==> src/hw/rtl/hhbp_pkg.sv <==
// Package: payload types and codes for the HTTP header block parser.
`default_nettype none

package hhbp_pkg;

    // Byte roles reported with each result beat
    localparam logic [2:0] ROLE_BLANK   = 3'd0;
    localparam logic [2:0] ROLE_KEY     = 3'd1;
    localparam logic [2:0] ROLE_COLON   = 3'd2;
    localparam logic [2:0] ROLE_SPACE   = 3'd3;
    localparam logic [2:0] ROLE_VALUE   = 3'd4;
    localparam logic [2:0] ROLE_EOL     = 3'd5;
    localparam logic [2:0] ROLE_BODY    = 3'd6;
    localparam logic [2:0] ROLE_IGNORED = 3'd7;

    // Sticky error codes
    localparam logic [2:0] ERR_NONE      = 3'd0;
    localparam logic [2:0] ERR_KEY_BREAK = 3'd1;
    localparam logic [2:0] ERR_NO_SPACE  = 3'd2;
    localparam logic [2:0] ERR_VAL_LONG  = 3'd3;
    localparam logic [2:0] ERR_CR_NO_LF  = 3'd4;
    localparam logic [2:0] ERR_EMPTY     = 3'd5;

    // Characters
    localparam logic [7:0] CH_COLON = 8'h3A;
    localparam logic [7:0] CH_SPACE = 8'h20;
    localparam logic [7:0] CH_CR    = 8'h0D;
    localparam logic [7:0] CH_LF    = 8'h0A;

    localparam logic [9:0] VALUE_LIMIT_RST = 10'd255;

    typedef struct packed {
        logic       restart;
        logic [7:0] data_byte;
    } t_in;

    typedef struct packed {
        logic [7:0]  byte_echo;
        logic [2:0]  byte_role;
        logic        field_done;
        logic [7:0]  key_length;
        logic [10:0] value_length;
        logic        headers_done;
        logic        error_flag;
        logic [2:0]  error_code;
    } t_out;

endpackage

`default_nettype wire

==> src/hw/rtl/hhbp_core.sv <==
// Header field state machine: parse state, counters, sticky error and per-byte result.
`default_nettype none

module hhbp_core #(
    parameter int KEY_LEN_MAX = 255
) (
    input  wire logic          i_clk,
    input  wire logic          i_rst_n,
    input  wire logic          i_adv,
    input  wire hhbp_pkg::t_in i_item,
    input  wire logic [9:0]    i_value_limit,
    output hhbp_pkg::t_out     o_res
);
    import hhbp_pkg::*;

    localparam logic [7:0] KeyCap = 8'((KEY_LEN_MAX > 255) ? 255 : KEY_LEN_MAX);

    typedef enum logic [3:0] {
        ST_START, ST_KEY, ST_COLON, ST_SPACE, ST_VALUE,
        ST_CR, ST_LF, ST_END_CR, ST_END_LF
    } t_state;

    t_state      r_state, n_state, cur_state;
    logic [7:0]  r_key_cnt, n_key_cnt, cur_key_cnt;
    logic [10:0] r_val_cnt, n_val_cnt, cur_val_cnt;
    logic [2:0]  r_err, n_err, cur_err;

    logic [7:0]  b;
    logic [2:0]  role;
    logic [2:0]  err;
    logic        fdone;
    logic        hdone;

    // Restart clears everything before the byte is handled
    always_comb begin
        if (i_item.restart) begin
            cur_state   = ST_START;
            cur_key_cnt = '0;
            cur_val_cnt = '0;
            cur_err     = ERR_NONE;
        end else begin
            cur_state   = r_state;
            cur_key_cnt = r_key_cnt;
            cur_val_cnt = r_val_cnt;
            cur_err     = r_err;
        end
    end

    // One step of the header field machine
    always_comb begin
        b         = i_item.data_byte;
        role      = ROLE_IGNORED;
        err       = ERR_NONE;
        fdone     = 1'b0;
        hdone     = 1'b0;
        n_state   = cur_state;
        n_key_cnt = cur_key_cnt;
        n_val_cnt = cur_val_cnt;
        n_err     = cur_err;
        if (cur_err == ERR_NONE) begin
            unique case (cur_state)
                ST_KEY: begin
                    if (b == CH_COLON) begin
                        if (cur_key_cnt == '0) begin
                            err = ERR_EMPTY;
                        end else begin
                            role    = ROLE_COLON;
                            n_state = ST_COLON;
                        end
                    end else if (b == CH_CR || b == CH_LF) begin
                        err = ERR_KEY_BREAK;
                    end else begin
                        role = ROLE_KEY;
                        if (cur_key_cnt < KeyCap) n_key_cnt = cur_key_cnt + 8'd1;
                    end
                end
                ST_COLON: begin
                    if (b == CH_SPACE) begin
                        role    = ROLE_SPACE;
                        n_state = ST_SPACE;
                    end else begin
                        err = ERR_NO_SPACE;
                    end
                end
                ST_SPACE: begin
                    role      = ROLE_VALUE;
                    n_val_cnt = 11'd1;
                    n_state   = ST_VALUE;
                end
                ST_VALUE: begin
                    if (b == CH_CR) begin
                        if (cur_val_cnt == '0) begin
                            err = ERR_EMPTY;
                        end else begin
                            role    = ROLE_EOL;
                            n_state = ST_CR;
                        end
                    end else if (cur_val_cnt > {1'b0, i_value_limit}) begin
                        err = ERR_VAL_LONG;
                    end else begin
                        role      = ROLE_VALUE;
                        n_val_cnt = cur_val_cnt + 11'd1;
                    end
                end
                ST_CR: begin
                    if (b == CH_LF) begin
                        role    = ROLE_EOL;
                        fdone   = 1'b1;
                        n_state = ST_LF;
                    end else begin
                        err = ERR_CR_NO_LF;
                    end
                end
                ST_LF: begin
                    if (b == CH_CR) begin
                        role    = ROLE_EOL;
                        n_state = ST_END_CR;
                    end else begin
                        role      = ROLE_KEY;
                        n_key_cnt = 8'd1;
                        n_val_cnt = '0;
                        n_state   = ST_KEY;
                    end
                end
                ST_END_CR: begin
                    if (b == CH_LF) begin
                        role    = ROLE_EOL;
                        hdone   = 1'b1;
                        n_state = ST_END_LF;
                    end else begin
                        err = ERR_CR_NO_LF;
                    end
                end
                ST_END_LF: begin
                    role = ROLE_BODY;
                end
                default: begin
                    // line start: skip blank line ends, anything else opens a key
                    if (b == CH_CR || b == CH_LF) begin
                        role = ROLE_BLANK;
                    end else begin
                        role      = ROLE_KEY;
                        n_key_cnt = 8'd1;
                        n_val_cnt = '0;
                        n_state   = ST_KEY;
                    end
                end
            endcase
            if (err != ERR_NONE) begin
                n_err     = err;
                role      = ROLE_IGNORED;
                n_state   = cur_state;
                n_key_cnt = cur_key_cnt;
                n_val_cnt = cur_val_cnt;
            end
        end
    end

    // Result for this byte
    always_comb begin
        o_res.byte_echo    = b;
        o_res.byte_role    = role;
        o_res.field_done   = fdone;
        o_res.key_length   = fdone ? cur_key_cnt : 8'd0;
        o_res.value_length = fdone ? cur_val_cnt : 11'd0;
        o_res.headers_done = hdone;
        o_res.error_flag   = (n_err != ERR_NONE);
        o_res.error_code   = n_err;
    end

    // Parser state, advanced once per byte
    always_ff @(posedge i_clk) begin
        if (!i_rst_n) begin
            r_state   <= ST_START;
            r_key_cnt <= '0;
            r_val_cnt <= '0;
            r_err     <= ERR_NONE;
        end else if (i_adv) begin
            r_state   <= n_state;
            r_key_cnt <= n_key_cnt;
            r_val_cnt <= n_val_cnt;
            r_err     <= n_err;
        end
    end

endmodule

`default_nettype wire

==> src/hw/rtl/http_header_block_parser_top.sv <==
// Top level: input register, header field parser core, result register, config register.
//
// Usage:
//   Input channel (i_in_valid / o_in_ready / i_in) carries one header stream
//   byte per beat, with a restart flag that returns the parser to line start
//   and clears a held error before that byte is parsed.
//   Output channel (o_out_valid / i_out_ready / o_out) returns exactly one
//   result beat per input beat: the byte, its role, field and header-block
//   end markers with key/value lengths, and the sticky error status.
//   Config channel (i_cfg_valid / o_cfg_ready / i_cfg_data) writes the value
//   length limit; it is always ready and should be written while idle.
// Timing:
//   A beat passes the input register, then the parser logic into the result
//   register. Throughput is one byte per cycle while the receiver keeps
//   i_out_ready high, set by the state update in the parser core.
// Reset: parser at line start, counters and error cleared, limit 255, both
//   pipeline registers empty.
// Stall: when the receiver holds i_out_ready low, the result register holds,
//   the input register fills, and o_in_ready drops until a beat drains.
`default_nettype none

module http_header_block_parser_top #(
    parameter int KEY_LEN_MAX = 255
) (
    input  wire logic           i_clk,
    input  wire logic           i_rst_n,
    input  wire logic           i_in_valid,
    output logic                o_in_ready,
    input  wire hhbp_pkg::t_in  i_in,
    output logic                o_out_valid,
    input  wire logic           i_out_ready,
    output hhbp_pkg::t_out      o_out,
    input  wire logic           i_cfg_valid,
    output logic                o_cfg_ready,
    input  wire logic [9:0]     i_cfg_data
);
    import hhbp_pkg::*;

    logic       r_in_valid;
    t_in        r_in;
    logic       r_out_valid;
    t_out       r_out;
    logic [9:0] r_value_limit;
    logic       adv;
    t_out       res;

    // Pipeline control: byte moves into the result register when it has room
    assign adv         = r_in_valid && (!r_out_valid || i_out_ready);
    assign o_in_ready  = !r_in_valid || adv;
    assign o_cfg_ready = 1'b1;
    assign o_out_valid = r_out_valid;
    assign o_out       = r_out;

    hhbp_core #(
        .KEY_LEN_MAX(KEY_LEN_MAX)
    ) u_core (
        .i_clk        (i_clk),
        .i_rst_n      (i_rst_n),
        .i_adv        (adv),
        .i_item       (r_in),
        .i_value_limit(r_value_limit),
        .o_res        (res)
    );

    // Input register
    always_ff @(posedge i_clk) begin
        if (!i_rst_n) begin
            r_in_valid <= 1'b0;
        end else if (o_in_ready) begin
            r_in_valid <= i_in_valid;
        end
    end

    always_ff @(posedge i_clk) begin
        if (i_in_valid && o_in_ready) begin
            r_in <= i_in;
        end
    end

    // Result register
    always_ff @(posedge i_clk) begin
        if (!i_rst_n) begin
            r_out_valid <= 1'b0;
        end else if (adv) begin
            r_out_valid <= 1'b1;
        end else if (i_out_ready) begin
            r_out_valid <= 1'b0;
        end
    end

    always_ff @(posedge i_clk) begin
        if (adv) begin
            r_out <= res;
        end
    end

    // Value length limit register
    always_ff @(posedge i_clk) begin
        if (!i_rst_n) begin
            r_value_limit <= VALUE_LIMIT_RST;
        end else if (i_cfg_valid && o_cfg_ready) begin
            r_value_limit <= i_cfg_data;
        end
    end

endmodule

`default_nettype wire

==> config.mk <==
export PLATFORM = sky130hd
export DESIGN_NAME = http_header_block_parser_top
export DESIGN_NICKNAME = d
export VERILOG_FILES = /design/src/hw/rtl/hhbp_pkg.sv /design/src/hw/rtl/hhbp_core.sv /design/src/hw/rtl/http_header_block_parser_top.sv
export SDC_FILE = /design/constraint.sdc
export NUM_CORES = 1
export LEC_CHECK = 0
export BUFFER_PORTS_ARGS = -buffer_cell sky130_fd_sc_hd__buf_2
export CAP_MARGIN = 20
export CORE_MARGIN = 2
export CORE_UTILIZATION = 40
export DETAILED_ROUTE_END_ITERATION = 6
export GPL_ROUTABILITY_DRIVEN = 1
export PLACE_DENSITY = 0.66
export SLEW_MARGIN = 20
export SYNTH_ARGS = -nofsm -noshare
export SYNTH_HDL_FRONTEND = slang
export SYNTH_SLANG_ARGS = --single-unit
==> constraint.sdc <==
create_clock -name i_clk -period 4 [get_ports i_clk]
set_input_delay 1.2 -clock i_clk [delete_from_list [all_inputs] [get_ports i_clk]]
set_output_delay 1.2 -clock i_clk [all_outputs]
set_load 0.02 [all_outputs]
==> results of run 1 <==
-- worst max-delay path by stage --
stage / to / slack (ps)
after floorplan: u_core.r_val_cnt[5] / 500
after global placement: u_core.r_val_cnt[2] / 350
after detailed placement: u_core.r_val_cnt[2] / 330
after CTS: u_core.r_val_cnt[2] / 300
after global routing: u_core.r_val_cnt[2] / 70
final: u_core.r_val_cnt[2] / 290
-- sequential cells by signal, indices dropped and copies added, names as in the netlist --
| signal | flops |
|---|---|
| r_value_limit | 10 |
| u_core.r_state | 4 |
| o_out | 36 |
| u_core.r_val_cnt | 11 |
| u_core.r_err | 3 |
| u_core.r_key_cnt | 8 |
| r_in | 9 |
| r_in_valid | 1 |
| o_out_valid | 1 |
-- critical path, stage by stage (launching register included) --
cell	delay [ps]
edfxtp_1	390
inv_2	350
nand2_1	230
ha_1	270
nor4b_1	150
a22o_1	210
a32oi_1	230
a21oi_1	130
or4_4	620
nor2_8	200
inv_4	140
or4_1	530
a31oi_1	170
-- synth_stat cells, types with 3 or more instances --
cell	instances	area [sq um]
inv_1	18	67.6
nor4b_1	6	52.6
a31oi_1	10	62.6
a32o_1	4	40.0
nand4_1	14	87.6
buf_1	4	15.0
nand2_1	53	199
dfxtp_1	38	761
a32oi_1	3	26.3
clkbuf_1	17	63.8
o311ai_0	3	26.3
o22ai_1	3	18.8
o211ai_1	7	52.6
and2_1	8	50.1
nor2b_1	12	75.1
ha_1	12	150
nor4_1	7	43.8
mux2i_1	7	70.1
a211o_1	3	26.3
edfxtp_1	45	1350
or2_2	5	31.3
nand3_1	14	70.1
a211oi_1	6	45.0
a21oi_1	21	105
or4_1	4	30.0
and3_1	7	43.8
o21ai_0	26	130
xnor2_1	5	43.8
nor3_1	15	75.1
a22o_1	5	43.8
a21o_1	4	30.0
nand2b_1	9	56.3
buf_2	3	15.0
a31o_2	4	35.0
nor2_1	52	195
o31ai_1	5	37.5
-- area by class of cell --
type,instances,share of cell area
clock buffer,9,0.0416
clock inverter,7,0.0171
inverter,22,0.0157
multi-input combinational,371,0.422
sequential,83,0.390
tap,143,0.0330
timing repair buffer,77,0.0808
-- power groups by stage --
| stage | logic [mW] | clock network (mW) | registers, mW |
|---|---|---|---|
| CTS | 0.205 | 0.901 | 0.955 |
| finish | 0.206 | 0.889 | 0.956 |
| floorplan | 0.111 | 0 | 0.987 |
| global placement | 0.203 | 0 | 0.971 |
| detailed placement | 0.204 | 0 | 0.974 |
| global route | 0.224 | 0.926 | 0.959 |
-- stage by stage --
stage	utilization	instances	instance area (sq um)
2_1_floorplan	-	502	4590
3_3_place_gp	0.451	696	5100
3_5_place_dp	0.451	696	5100
4_1_cts	0.479	712	5420
5_1_grt	0.479	712	5420
6_report	0.479	712	5420
-- kinds of logic (layout without fill, tap and decap cells) --
logic type / Yosys count / in the layout / synth area share
flip-flops: 83 / 83 / 0.460
multiplexers: 8 / 8 / 0.0177
buffers and inverters: 48 / 115 / 0.0417
other: 1 / 1 / 0.000817
AND/OR/NAND/NOR: 220 / 220 / 0.249
XOR/XNOR: 5 / 5 / 0.00954
adder cells (fa/ha/maj): 12 / 12 / 0.0327
AO/OA/AOI/OAI: 125 / 125 / 0.188
-- layer usage --
layer  track usage  up-vias  share of wire
met4         0.104        0          0.022
met2         0.338      193           0.45
met5             0        -              0
met3        0.0361       20          0.076
met1         0.315     1996           0.45
li1              -     2010              -
==> metrics.cfg, run 1 <==
[outcome]
outcome=complete, no violations

[detailed_routing]
route.detailed.drc=0
totalWireLength_mm=13.5
wire_per_inst_microns=18.9
drt-vias-per-instance=5.93
detail-route-antenna-nets=0
firstDrtPassIters=6
drt-initial-drc-count=279
vias=4219

[timing]
fmaxAchievable_mhz=269
hold_viol=0
drv_slew=0
finClkSkew_ps=6.40
rsz0062_at_grt=no
fin_setup_tns_ps=0
hold_ws_ps=495
worstMarginPinSlew_ps=1040
final.min_clock_period_ps=3710
slew_headroom=0.301
worst_slack_ps=287
setup_viol=0
fin_crit_sh=0.928

[layout]
drive_gt1_frac=0.199
areaGrowthSynthToFinish_pct=18.0
nNetsFinal=600
layout_commonest_cell=buf_2
multi_input_area_sq_um=2290
layout.area.seq_sq_um=2110
antenna_cells=0
final_cell_mix=61 x buf_2, 53 x nand2_1, 52 x nor2_1
n_fill_cell=1073

[min_path]
hold_start=r_value_limit[2]
hold_depth=2
min_to=r_value_limit[2]
hold_class=register to register

[clocking]
cts_resized=0
cts_buffers=9
cts_sinks=83
insertion_delay_ps=350
cts_tree=yes
cts_max_path_buffers=2
clk_pin_slew_ps=60
postCtsSetupBuffers=0
clk_root_buffer_cell=clkbuf_16
ctsHoldBuffers=0
htree_levels=3

[die]
dieArea_sq_um=12400
io_pins=63
start_util=0.406
die_w_microns=111
die_height_microns=111
fp.coreArea_sq_um=11300
rows=39

[synthesis]
ys_seq_area_frac=0.460
syn_inst=502
yosysUniqueCellTypes=70
ys.flop_type=edfxtp_1
synth_seq_cells=83
synth.cell_area_sq_um=4590
syn_area_per_cell_sq_um=9.15
synth-warning-count=0
synth_edf_count=45
syn_nets=538
async_flop_share=0

[power_and_ir_drop]
swShare=0.245
clkPwrFrac=0.434
p_switching_mw=0.502
vdd_ir_drop_max_uv=207
pwr-share-comb=0.100
p_int_mw=1.55
power_density_nw_per_um2=378
total_power_mw=2.05
power_frac_seq=0.466
p_leak_nw=2.13

[setup_path]
r2r-end=u_core.r_val_cnt[2]
arrival_ps=3990
path_class=register to register
reg2reg_from=r_in[8]
crit_path_end_kind=register
startpoint=r_in[8]
critPathRequiredTime_ps=4280
rr_worst_depth=12
start_kind=register
r2r_slack_ps=290
worstPathMaxFanout=21

[global_route]
gr-total-overflow=0
gr-usage-all-layers=0.224
first_global_vias=4103
antenna_found_initial=0
grt_pass1_wl_mm=21.9
grt_max_degree=42

[placement]
numPortBuffers=61
pre_cts_ws_ps=333
place.gp.congestion=0.954
hpwl_mm=9.76

[job]
maxCapViolations=0

(Power assumes the default switching activity.)
==> inputs of run 2 (changes only) <==
--- a/config.mk
+++ b/config.mk
@@ -9,9 +9,11 @@
 export CAP_MARGIN = 20
 export CORE_MARGIN = 2
 export CORE_UTILIZATION = 40
+export CTS_BUF_LIST = sky130_fd_sc_hd__clkbuf_16
 export DETAILED_ROUTE_END_ITERATION = 6
 export GPL_ROUTABILITY_DRIVEN = 1
 export PLACE_DENSITY = 0.66
+export RECOVER_POWER = 25
 export SLEW_MARGIN = 20
 export SYNTH_ARGS = -nofsm -noshare
 export SYNTH_HDL_FRONTEND = slang
==> metrics.cfg, run 2 (synthesis results as in run 1) <==
[power_and_ir_drop]
vdd_ir_drop_max_uv=207  ; about the same
total_power_mw=2.05  ; about the same
p_leak_nw=2.11  ; was 2.13 nW
power_density_nw_per_um2=379  ; was 378 nW/um^2

[layout]
largest_register_ffs=36  ; unchanged
n_fill_cell=1075  ; was 1073
final_area_sq_um=5410  ; was 5420 sq um
areaGrowthSynthToFinish_pct=17.8  ; was 18.0%
nNetsFinal=600  ; unchanged
layout_commonest_cell=buf_2  ; unchanged
drive_gt1_frac=0.190  ; was 0.199
final_cell_mix=57 x buf_2, 53 x nand2_1, 52 x nor2_1  ; was 61 x buf_2, 53 x nand2_1, 52 x nor2_1
antenna_cells=0  ; unchanged
instances_no_fill=712  ; unchanged

[timing]
fin_crit_sh=0.935  ; was 0.928
slew_headroom=0.309  ; was 0.301
fin_setup_tns_ps=0  ; unchanged
worstMarginPinSlew_ps=1030  ; was 1040 ps
hold_ws_ps=495  ; about the same
setup_viol=0  ; unchanged
final.min_clock_period_ps=3740  ; was 3710 ps
finClkSkew_ps=6.68  ; was 6.40 ps
fmaxAchievable_mhz=267  ; was 269 MHz
rsz0062_at_grt=no  ; unchanged
drv_slew=0  ; unchanged
hold_viol=0  ; unchanged

[detailed_routing]
detail-route-antenna-nets=0  ; unchanged
top_layer=met4  ; unchanged
drt-initial-drc-count=347  ; was 279
route.detailed.drc=0  ; unchanged
wl_met2_mm=6.07  ; was 6.06 mm
totalWireLength_mm=13.5  ; about the same
wire_per_inst_microns=18.9  ; about the same
routed-wl-met3_mm=1.03  ; about the same
drt-vias-per-instance=5.88  ; was 5.93
wl_met1_mm=6.11  ; was 6.10 mm
vias=4184  ; was 4219
firstDrtPassIters=5  ; was 6

[die]
rows=39  ; unchanged
fp.coreArea_sq_um=11300  ; unchanged
die_w_microns=111  ; unchanged
dieArea_sq_um=12400  ; unchanged
start_util=0.406  ; unchanged
die_height_microns=111  ; unchanged
io_pins=63  ; unchanged

[placement]
numPortBuffers=61  ; unchanged
place.gp.congestion=0.954  ; unchanged
hpwl_mm=9.76  ; unchanged
placed_area_sq_um=5100  ; unchanged
place_inst=696  ; unchanged

[setup_path]
crit_path_end_kind=register  ; unchanged
crit_path_cell_trace=inv_2 > nand2_1 > ha_1 > nor4b_1 > a22o_1 > a32oi_1 > a21oi_1 > or4_4 > nor2_8 > inv_4 > or4_1 > a31oi_1  ; unchanged
path_class=register to register  ; unchanged
reg2reg_from=r_in[8]  ; unchanged
start_kind=register  ; unchanged
worstPathMaxFanout=21  ; unchanged
path_buf_inv=2  ; unchanged
cp_top_family=simple AND/OR/NAND/NOR gates  ; unchanged
startpoint=r_in[8]  ; unchanged
critPathRequiredTime_ps=4270  ; was 4280 ps
crit_slowest_cell=or4_4  ; unchanged
arrival_ps=4010  ; was 3990 ps
max_stage_delay_ps=620  ; about the same

[job]
maxCapViolations=0  ; unchanged

[clocking]
htree_levels=3  ; unchanged
cts_tree=yes  ; unchanged
clk_pin_slew_ps=60  ; about the same
ctsHoldBuffers=0  ; unchanged
cts_resized=0  ; unchanged
cts_max_path_buffers=2  ; unchanged
clk_root_buffer_cell=clkbuf_16  ; unchanged
postCtsSetupBuffers=0  ; unchanged
insertion_delay_ps=350  ; about the same
cts_sinks=83  ; unchanged
cts_buffers=9  ; unchanged

[global_route]
gr-total-overflow=0  ; unchanged
gr-usage-all-layers=0.224  ; unchanged
grt_max_degree=42  ; unchanged
grt_pass1_wl_mm=21.9  ; unchanged
first_global_vias=4103  ; unchanged
antenna_found_initial=0  ; unchanged

[min_path]
hold_start=r_value_limit[2]  ; unchanged
hold_class=register to register  ; unchanged

[outcome]
outcome=complete, no violations  ; unchanged

-- run 2: cell count changes in the layout (fill, tap and decap cells not counted), sizes merged --
cell    delta
buf        -5
clkbuf     +5
-- run 2: per-layer routing --
layer  GRT usage  up-vias
li1            -     2004
met1       0.315     1951
met2       0.338      210
met3      0.0361       19
met4       0.104        0
met5           0        -
-- run 2: path summary, 6_finish.rpt --
path	to	slack (ps)	cells after the start
setup reg to reg	u_core.r_val_cnt[2]	260	12
setup / recovery	u_core.r_val_cnt[2]	260	12
hold / removal	r_value_limit[2]	490	2
hold reg to reg	r_value_limit[2]	490	2
-- run 2: final cells by class --
| class | instances | area [sq um] | area share |
|---|---|---|---|
| inverters | 22 | 85.1 | 0.0157 |
| repair buffers | 77 | 429 | 0.0793 |
| clock buffers | 9 | 225 | 0.0416 |
| well taps | 143 | 179 | 0.0331 |
| flip-flops and latches | 83 | 2110 | 0.390 |
| clock inverters | 7 | 92.6 | 0.0171 |
| multi-input cells | 371 | 2290 | 0.423 |
-- run 2: power breakdown --
group	total [mW]	internal, mW	switching [mW]
Sequential	0.956	0.933	0.0224
Combinational	0.205	0.0690	0.136
Clock	0.891	0.544	0.347
-- run 2: worst register-to-register path, delay by kind of cell, from the launching register on --
family          cells  cell delay [ps]
simple gates        5             1760
compound gates      4              720
buf+inv             2              490
flops               1              390
fa+ha+maj           1              270
-- run 2: metrics by stage --
stage | worst slack, ps | utilization
after CTS | 301 | 0.479
final | 258 | 0.478
after global placement | 346 | 0.451
after detailed placement | 333 | 0.451
after global routing | 56.8 | 0.478
after floorplan | 500 | -
==> inputs of run 3 (changes only) <==
==> constraint.sdc (replaced) <==
create_clock -name i_clk -period 3.59 [get_ports i_clk]
set_input_delay 1.077 -clock i_clk [delete_from_list [all_inputs] [get_ports i_clk]]
set_output_delay 1.077 -clock i_clk [all_outputs]
set_load 0.02 [all_outputs]
==> metrics.cfg, run 3 (synthesis results as in run 1) <==
[clocking]
cts_max_path_buffers=2  ; unchanged
htree_levels=3  ; unchanged
cts_sinks=83  ; unchanged
cts_tree=yes  ; unchanged
cts_buffers=9  ; unchanged
clk_pin_slew_ps=60  ; about the same
cts_resized=0  ; unchanged
insertion_delay_ps=350  ; about the same
postCtsSetupBuffers=0  ; unchanged
clk_root_buffer_cell=clkbuf_16  ; unchanged
ctsHoldBuffers=0  ; unchanged

[detailed_routing]
wire_per_inst_microns=18.9  ; about the same
vias=4336  ; was 4184
detail-route-antenna-nets=0  ; unchanged
drt-vias-per-instance=6.02  ; was 5.88
drt-initial-drc-count=535  ; was 347
firstDrtPassIters=5  ; unchanged
route.detailed.drc=0  ; unchanged
totalWireLength_mm=13.6  ; was 13.5 mm

[outcome]
outcome=complete, no violations  ; unchanged

[setup_path]
critPathRequiredTime_ps=3850  ; was 4270 ps
worstPathMaxFanout=18  ; was 21
max_stage_delay_ps=630  ; was 620 ps
crit_path_cell_trace=clkinv_4 > nand2_1 > ha_1 > nor4b_1 > a22o_1 > a32oi_1 > a21oi_1 > or4_4 > nor2_8 > inv_4 > or4_1 > a31oi_1  ; was inv_2 > nand2_1 > ha_1 > nor4b_1 > a22o_1 > a32oi_1 > a21oi_1 > or4_4 > nor2_8 > inv_4 > or4_1 > a31oi_1
crit_path_end_kind=register  ; unchanged
arrival_ps=3650  ; was 4010 ps
path_buf_inv=2  ; unchanged
crit_slowest_cell=or4_4  ; unchanged
path_class=register to register  ; unchanged
r2r_slack_ps=200  ; was 260 ps
reg2reg_from=r_in[8]  ; unchanged
cp_top_family=simple AND/OR/NAND/NOR gates  ; unchanged
rr_worst_depth=12  ; unchanged
start_kind=register  ; unchanged
r2r-end=u_core.r_val_cnt[2]  ; unchanged

[job]
maxCapViolations=0  ; unchanged

[layout]
nNetsFinal=608  ; was 600
final_cell_mix=57 x buf_2, 53 x nand2_1, 52 x nor2_1  ; unchanged
areaGrowthSynthToFinish_pct=18.9  ; was 17.8%
n_fill_cell=1115  ; was 1075
layout_commonest_cell=buf_2  ; unchanged
final_area_sq_um=5460  ; was 5410 sq um
instances_no_fill=720  ; was 712
largest_register_ffs=36  ; unchanged
postLayoutCoreUtil=0.482  ; was 0.478
drive_gt1_frac=0.205  ; was 0.190
antenna_cells=0  ; unchanged

[die]
die_height_microns=111  ; unchanged
io_pins=63  ; unchanged
start_util=0.406  ; unchanged
rows=39  ; unchanged
dieArea_sq_um=12400  ; unchanged
fp.coreArea_sq_um=11300  ; unchanged
die_w_microns=111  ; unchanged

[min_path]
min_to=o_out[30]  ; was r_value_limit[2]
hold_class=register to register  ; unchanged
hold_start=r_in[2]  ; was r_value_limit[2]
hold_depth=0  ; was 2

[timing]
fin_crit_sh=0.945  ; was 0.935
drv_slew=0  ; unchanged
finClkSkew_ps=8.52  ; was 6.68 ps
rsz0062_at_grt=no  ; unchanged
slew_headroom=0.409  ; was 0.309
fmaxAchievable_mhz=295  ; was 267 MHz
hold_ws_ps=492  ; was 495 ps
worstMarginPinSlew_ps=887  ; was 1030 ps
fin_setup_tns_ps=0  ; unchanged
worst_slack_ps=199  ; was 258 ps
final.min_clock_period_ps=3390  ; was 3740 ps
hold_viol=0  ; unchanged
setup_viol=0  ; unchanged

[power_and_ir_drop]
total_power_mw=2.21  ; was 2.05 mW
power_density_nw_per_um2=404  ; was 379 nW/um^2
p_leak_nw=2.14  ; was 2.11 nW
vdd_ir_drop_max_uv=198  ; was 207 uV

[placement]
placed_area_sq_um=5160  ; was 5100 sq um
numPortBuffers=61  ; unchanged
place_inst=704  ; was 696
place.gp.congestion=1.01  ; was 0.954
pre_cts_ws_ps=50.3  ; was 333 ps
hpwl_mm=9.82  ; was 9.76 mm

[global_route]
antenna_found_initial=0  ; unchanged
gr-usage-all-layers=0.221  ; was 0.224
grt_max_degree=53  ; was 42
gr-total-overflow=0  ; unchanged
grt_pass1_wl_mm=21.7  ; was 21.9 mm
first_global_vias=4089  ; was 4103

run 3: changes by cell type in the layout (fill, tap and decap cells not counted), sizes merged:
cell    before  now
clkinv       6    8
inv         20   19
bufinv       2    1
buf         72   80
run 3: layout make-up:
type | count | area, sq um | area share
clock inverters | 7 | 58.8 | 0.0108
well taps | 143 | 179 | 0.0328
inverters | 22 | 90.1 | 0.0165
multi-input cells | 371 | 2310 | 0.422
repair buffers | 85 | 489 | 0.0896
flip-flops and latches | 83 | 2110 | 0.387
clock buffers | 9 | 225 | 0.0412
run 3: worst max-delay path by stage:
stage / start / to / slack [ps] / cells after the start
2_1_floorplan: r_in[8] / u_core.r_val_cnt[5] / 90 / 14
3_3_place_gp: r_in[8] / u_core.r_state[3] / 130 / 11
3_5_place_dp: r_in[8] / u_core.r_key_cnt[0] / 50 / 12
4_1_cts: r_in[8] / u_core.r_key_cnt[0] / 20 / 12
5_1_grt: r_in[8] / u_core.r_val_cnt[9] / 30 / 10
6_report: r_in[8] / u_core.r_val_cnt[2] / 200 / 12
run 3: worst register-to-register path, stage by stage (launching register included):
cell,delay (ps)
edfxtp_1,430
clkinv_4,160
nand2_1,140
ha_1,220
nor4b_1,150
a22o_1,220
a32oi_1,190
a21oi_1,130
or4_4,630
nor2_8,190
inv_4,130
or4_1,530
a31oi_1,170
run 3: layer usage:
metal  vias up  global-route usage  part of all wire
met2       238               0.330              0.45
met3        36              0.0432             0.077
met4         0              0.0856             0.024
li1       2023                   -                 -
met5         -                   0                 0
met1      2039               0.317              0.45
run 3: report_power, final:
group | internal (mW) | total (mW) | switching, mW
Combinational | 0.0803 | 0.235 | 0.155
Clock | 0.529 | 0.908 | 0.379
Sequential | 1.04 | 1.06 | 0.0222
Total | 1.65 | 2.21 | 0.556
